File: src/rtl/core/lobm_pkg.sv
// lobm_pkg: shared types and codes for the order book matcher
// used by the controller, datapath and top level
package lobm_pkg;

  typedef enum logic [2:0] {
    ST_RESTED    = 3'd0,
    ST_FILLED    = 3'd1,
    ST_MKT_DROP  = 3'd2,
    ST_DUPLICATE = 3'd3,
    ST_FULL      = 3'd4
  } status_e;

  localparam logic KIND_LIMIT  = 1'b0;
  localparam logic KIND_MARKET = 1'b1;
  localparam logic SIDE_BUY    = 1'b0;
  localparam logic SIDE_SELL   = 1'b1;

  // controller to datapath
  typedef struct packed {
    logic load;       // capture incoming word
    logic scan_start; // reset scan pointer and best tracking
    logic scan_step;  // examine one slot
    logic trade;      // apply trade against best slot
    logic rest;       // write remainder into free slot
    logic emit;       // load output register
    logic emit_trade; // output word is a trade
    logic emit_last;  // output word is last
    logic send;       // present the output register
    logic count_acc;  // bump accepted count
  } cmd_t;

  // datapath to controller
  typedef struct packed {
    logic    scan_done;
    logic    dup_found;
    logic    best_found;
    logic    best_ok;    // best price within limit, or order is market
    logic    rem_zero;   // remainder zero
    logic    free_found;
    logic    is_market;
    logic    out_busy;
  } sts_t;

endpackage

File: src/rtl/core/lobm_ctrl.sv
// lobm_ctrl: sequencing state machine for the order book matcher
// depends on lobm_pkg; drives lobm_dpath by command struct
module lobm_ctrl #(
  parameter int ORDER_SLOTS = 64
) (
  input  logic           clk_i,
  input  logic           rst_ni,
  input  logic           in_valid_i,
  output logic           in_stall_o,
  input  lobm_pkg::sts_t sts_i,
  output lobm_pkg::cmd_t cmd_o,
  output logic [2:0]     status_o
);
  import lobm_pkg::*;

  localparam int NW = $clog2(ORDER_SLOTS + 1);

  localparam logic [2:0] S_IDLE  = 3'd0;
  localparam logic [2:0] S_DUP   = 3'd1;
  localparam logic [2:0] S_BEST  = 3'd2;
  localparam logic [2:0] S_TRADE = 3'd3;
  localparam logic [2:0] S_FREE  = 3'd4;
  localparam logic [2:0] S_FIN   = 3'd5;

  logic [2:0]    state_q, state_d;
  logic [NW-1:0] ntr_q, ntr_d;
  logic [2:0]    stat_q, stat_d;
  logic          held_q, held_d;

  assign in_stall_o = (state_q != S_IDLE);
  assign status_o   = stat_q;

  always_comb begin
    state_d = state_q;
    ntr_d   = ntr_q;
    stat_d  = stat_q;
    held_d  = held_q;
    cmd_o   = '0;
    unique case (state_q)
      S_IDLE: begin
        if (in_valid_i) begin
          cmd_o.load       = 1'b1;
          cmd_o.scan_start = 1'b1;
          ntr_d            = '0;
          held_d           = 1'b0;
          state_d          = S_DUP;
        end
      end
      S_DUP: begin
        if (sts_i.dup_found) begin
          if (!sts_i.out_busy) begin
            stat_d          = ST_DUPLICATE;
            state_d         = S_FIN;
          end
        end else if (sts_i.scan_done) begin
          cmd_o.count_acc  = 1'b1;
          cmd_o.scan_start = 1'b1;
          state_d          = S_BEST;
        end else begin
          cmd_o.scan_step = 1'b1;
        end
      end
      S_BEST: begin
        if (!sts_i.scan_done) begin
          cmd_o.scan_step = 1'b1;
        end else if (sts_i.rem_zero || ntr_q == NW'(ORDER_SLOTS) || !sts_i.best_found ||
                     !sts_i.best_ok) begin
          cmd_o.scan_start = 1'b1;
          state_d          = S_FREE;
        end else begin
          state_d = S_TRADE;
        end
      end
      S_TRADE: begin
        if (held_q) begin
          // earlier trade word is not the last one
          cmd_o.send = 1'b1;
          held_d     = 1'b0;
        end else if (!sts_i.out_busy) begin
          cmd_o.trade      = 1'b1;
          cmd_o.emit       = 1'b1;
          cmd_o.emit_trade = 1'b1;
          held_d           = 1'b1;
          ntr_d            = ntr_q + NW'(1);
          cmd_o.scan_start = 1'b1;
          state_d          = S_BEST;
        end
      end
      S_FREE: begin
        if (sts_i.rem_zero) begin
          stat_d  = ST_FILLED;
          state_d = S_FIN;
        end else if (sts_i.is_market) begin
          stat_d  = ST_MKT_DROP;
          state_d = S_FIN;
        end else if (sts_i.free_found) begin
          cmd_o.rest = 1'b1;
          stat_d     = ST_RESTED;
          state_d    = S_FIN;
        end else if (sts_i.scan_done) begin
          stat_d  = ST_FULL;
          state_d = S_FIN;
        end else begin
          cmd_o.scan_step = 1'b1;
        end
      end
      S_FIN: begin
        if (held_q) begin
          // status rides on the held trade word
          cmd_o.emit_last = 1'b1;
          cmd_o.send      = 1'b1;
          held_d          = 1'b0;
          state_d         = S_IDLE;
        end else if (!sts_i.out_busy) begin
          cmd_o.emit      = 1'b1;
          cmd_o.emit_last = 1'b1;
          cmd_o.send      = 1'b1;
          state_d         = S_IDLE;
        end
      end
      default: state_d = S_IDLE;
    endcase
  end

  always_ff @(posedge clk_i or negedge rst_ni) begin
    if (!rst_ni) begin
      state_q <= S_IDLE;
      ntr_q   <= '0;
      stat_q  <= '0;
      held_q  <= 1'b0;
    end else begin
      state_q <= state_d;
      ntr_q   <= ntr_d;
      stat_q  <= stat_d;
      held_q  <= held_d;
    end
  end

endmodule

File: config.mk
export PLATFORM = sky130hd
export DESIGN_NAME = lobm_ctrl
export DESIGN_NICKNAME = d
export VERILOG_FILES = /design/src/rtl/core/lobm_pkg.sv /design/src/rtl/core/lobm_ctrl.sv
export SDC_FILE = /design/constraint.sdc
export NUM_CORES = 1
export LEC_CHECK = 0
export BUFFER_PORTS_ARGS = -buffer_cell sky130_fd_sc_hd__buf_2
export CORE_MARGIN = 3
export CORE_UTILIZATION = 40
export DETAILED_ROUTE_END_ITERATION = 8
export HOLD_SLACK_MARGIN = 0.02
export PLACE_DENSITY_LB_ADDON = 0.25
export SYNTH_ARGS = -nofsm -noshare
export SYNTH_HDL_FRONTEND = slang
export SYNTH_SLANG_ARGS = --single-unit
File: constraint.sdc
create_clock -name clk_i -period 2.5 [get_ports clk_i]
set_clock_uncertainty 0.05 [all_clocks]
set_input_delay 0.625 -clock clk_i [delete_from_list [all_inputs] [get_ports clk_i]]
set_output_delay 0.625 -clock clk_i [all_outputs]
set_load 0.05 [all_outputs]
After elaboration in Yosys (flattened, before gate mapping):

Cells that the tools add are included.
Widths: inputs -> output; s select.

* bits in registers: 14
* bits of input ports: 11
* output and inout port bits: 14
* word-level logic and storage cells: 92

* add/subtract/negate cells: 1
* equal/unequal tests: 16
* multiplexer cells: 57
* reductions and logical operators: 14

Operators by type and width (number)
* $mux 3: 20
* $mux 1: 21
* $mux 7: 3
* $pmux 3 s6: 1
* $pmux 7 s2: 1
* $ne 2x2->1 const B: 6
* $mux 2: 5
* $ne 3x3->1 const B: 3
* $reduce_and 4->1: 2
* $reduce_and 8->1: 1
* $add 7x1->7 const B: 1
* $eq 7x7->1 const B: 1
* $eq 3x2->1 const B: 2
* $eq 3x3->1 const B: 2
* $pmux 1 s3: 2
* $pmux 3 s2: 1
* $reduce_bool 3->1: 2
* $ne 5x5->1 const B: 1
* $pmux 1 s2: 2
* $pmux 1 s4: 1
* $reduce_bool 2->1: 2
* $eq 3x1->1 const B: 1
* $logic_not 3->1: 1
* $logic_or 1x1->1: 3
* 2 further kinds: 3

Depth between registers and ports, before layout:

* word-level depth: 7
* mapped depth: 8

Least setup slack after synthesis:

No wires, ideal clock.

* kind: register to output
* start: register state_q[1]
* end: output port cmd_o[5] in the netlist's numbering
* data arrival time: 2.532 ns
* setup slack: -0.707 ns
* cell stages (with the launch flop): 4
* path buffers: 1
* path through: dfrtp_1 -> buf_6 -> or3b_4 -> nor4b_1

RTL lines
* from (decl): line lobm_ctrl.sv:25 `logic [2:0] state_q, state_d;`
* from (signal assigned): line lobm_ctrl.sv:132 `state_q <= state_d;`
* to (decl): line lobm_ctrl.sv:11 `output lobm_pkg::cmd_t cmd_o,`

==> impl_results.md <==
* Yosys warnings at 0
* DP Area at approximately 1100 sq um
* GPL Wtd Cong at 0.8037
* Die ar. at 3096 sq um
* Reg2reg start: state_q[0]
* Clk slew on worst S/H paths at 0.09 ns
* Register area share after synthesis at 0.3553
* IO Pins at 25
* Nets@finish at about 160
* Routed Antenna Nets at 0
* Worst skew pair latency at 0.29 ns
* Final HPWL DP at 1816 um
* Most frequent cells in the layout: buf_2, nor2_1, dfrtp_1
* Syn Nets at 127
* Slew Viols, Final at 0
* Post-Route WL at 2465 um
* Layout cells sized above 1 at 0.3451
* Final setup vio count at 0
* Cts bufs inserted at 3
* Setup CP Type: reg2out
* Top cells by area, synth: dfrtp_1, nor2_1, nand2_1
* Drt first pass iters at 4
* CP required at ~1.8 ns
* Site row count at 17
* Final Hold Fails at 0
* Slew of the pin with the lowest slew margin at 0.3441 ns
* Routed len/inst at between 10 and 15 um
* Die Ht at 55.65 um
* Synthesized instance count at 114
* Die width at 55.65 um
* Area growth from synthesis to layout at 24.11%
* Pwr Density at 1233 nW/um^2
* Diodes inserted at 0
* Crit path launch type: register
* Worst-path fanout max at 3
* Critical Path, Cell by Cell: inv_2 -> ha_1 -> nand4_1 -> a21oi_2 -> nand2_1 -> o21a_1 -> o21ai_2 -> buf_6
* Layout Cell Area excl Fill at 1224 sq um
* Largest net degree at the start of global routing at 19
* Max Freq at 0.4065 GHz
* Commonest non-fill, non-tap cell in the layout: buf_2
* Fin crit share at 0.9840
* Global-route wire length before repair at between 4000 and 5000 um
* Global Route Usage Sum at 0.1662
* Vias/cell at between 5 and 6
* Largest stage delay, worst path at 0.42 ns
* Initial antenna violation count at 0
* Routed via count at 917
* CP bufs+invs at 2
* Overall power at 1509 uW
* #FFs+latches synth at 14
* RSZ-0062 raised after global routing: true
* Max VDD drop at around 0.65 mV
* HP Class: in2async
* Max_slew headroom at 0.7706
* CTS tree: done
* Core ar. at 2276 sq um
* Vias in the first global route at 929
* Worst hold slack at 0.1705 ns
* CTS sink count at 14
* Grt total ovfl at 0
* Max Cap Violations at 0
* Tmin final at about 2.5 ns
* Crit path max-delay family: compound AO/OA/AOI/OAI gates
* Port Buffers at 24
* Syn avg cell area at 8.649 sq um
* H-tree levels at 1
* Post-Synthesis Cell Area at 985.9 sq um
* Lkg Pwr at 0.0005899 uW
* Netlist cell types at 37
* Synth top area share at 0.3553
* # DRC at 0
* CP Launch Point: ntr_q[1]
* Slowest CP cell: dfrtp_1
* Synth area leader: dfrtp_1
* Status: finished, final reports clean
* CTS root buf: clkbuf_4
* Initial Utilization at 0.4332
* Clock buffer depth at 2
* Critical Path AT at 1.79 ns
* Setup crit end kind: output pin
* 1st-iter DRT viols at 15
==> synthesized netlist by cell type (all sizes together) <==
| cell | n |
|---|---|
| mux2i | 2 |
| a211o | 2 |
| o21a | 2 |
| a21oi | 4 |
| and2 | 1 |
| inv | 4 |
| xor2 | 4 |
| nand2 | 10 |
| and3 | 3 |
| o21ai | 5 |
| o32ai | 1 |
| nor3 | 3 |
| mux2 | 1 |
| dfrtp | 14 |
| nand3 | 3 |
| o221ai | 1 |
| a221o | 2 |
| nand4 | 3 |
| nor4b | 1 |
| o31ai | 4 |
| o21ba | 1 |
| nor3b | 1 |
| xnor2 | 1 |
| o22ai | 3 |
| ha | 2 |
| nor2 | 17 |
| and4 | 1 |
| nor4 | 1 |
| or3 | 1 |
| buf | 6 |
| clkbuf | 3 |
| nand2b | 4 |
| or3b | 1 |
| nor2b | 2 |
==> cell families after synthesis <==
family                     after synthesis  synth area share
AOI/OAI and AO/OA                       25            0.1777
xor gates and xnor gates                 5           0.04441
adders and majority gates                2           0.02538
buffers and inverters                   13           0.08375
DFF                                     14            0.3553
muxes                                    3           0.03173
and+or+nand+nor                         52            0.2817
==> flip-flops by register name, indices dropped and copies added, names as in the netlist <==
register / flops
state_q: 3
ntr_q: 7
held_q: 1
status_o: 3
==> per-layer routing <==
layer	wire (um)	GRT usage	up-vias
li1	-	-	459
met1	1086	0.2009	439
met2	1272	0.2905	17
met3	91	0.04640	2
met4	14	0.03819	0
met5	0	0	-
==> repair_timing <==
action                                 4_1_cts  5_1_grt
setup endpoints to repair                    2        2
endpoints found under the hold margin        0        0
pin swaps                                    0        1
gates resized for setup                      2        5
hold buffers                                 0        0
buffers inserted                             0        3
==> cell type report <==
type / instances / area, sq um
sequential: 14 / 350.3
timing repair buffer: 33 / 200.2
multi-input combinational: 87 / 586.8
tap: 28 / 35.03
clock buffer: 4 / 36.28
fill: 215 / 1052
inverter: 4 / 15.01
==> stage by stage <==
stage                     worst slack (ns)  utilization  cells   TNS, ns
final                              0.03990       0.5377    170         0
after global routing              -0.07267       0.5377    170  -0.07267
after CTS                         0.009466       0.5190    167         0
after detailed placement            0.2246       0.5008    163         0
after global placement              0.2220       0.5008    163         0
after floorplan                   -0.01599            -    114  -0.01599
==> worst paths after layout <==
path                          endpoint  slack [ns]  cells past startpoint
min in group clk_i         status_o[0]        0.48                      1
max in group asynchronous       held_q        1.97                      1
setup reg to reg           status_o[0]        0.48                      7
setup / recovery              cmd_o[8]        0.04                      8
hold reg to reg            status_o[0]        0.48                      1
hold / removal                ntr_q[2]        0.17                      1
==> report_power, final <==
| part | switching [uW] | internal [uW] | total, uW | leakage (uW) |
|---|---|---|---|---|
| sequential | 45.4 | 296 | 341 | 0.000184 |
| clock | 80.7 | 88.9 | 170 | 0.0000210 |
| combinational | 656 | 342 | 999 | 0.000385 |
Power figures use the tool's default switching activity.
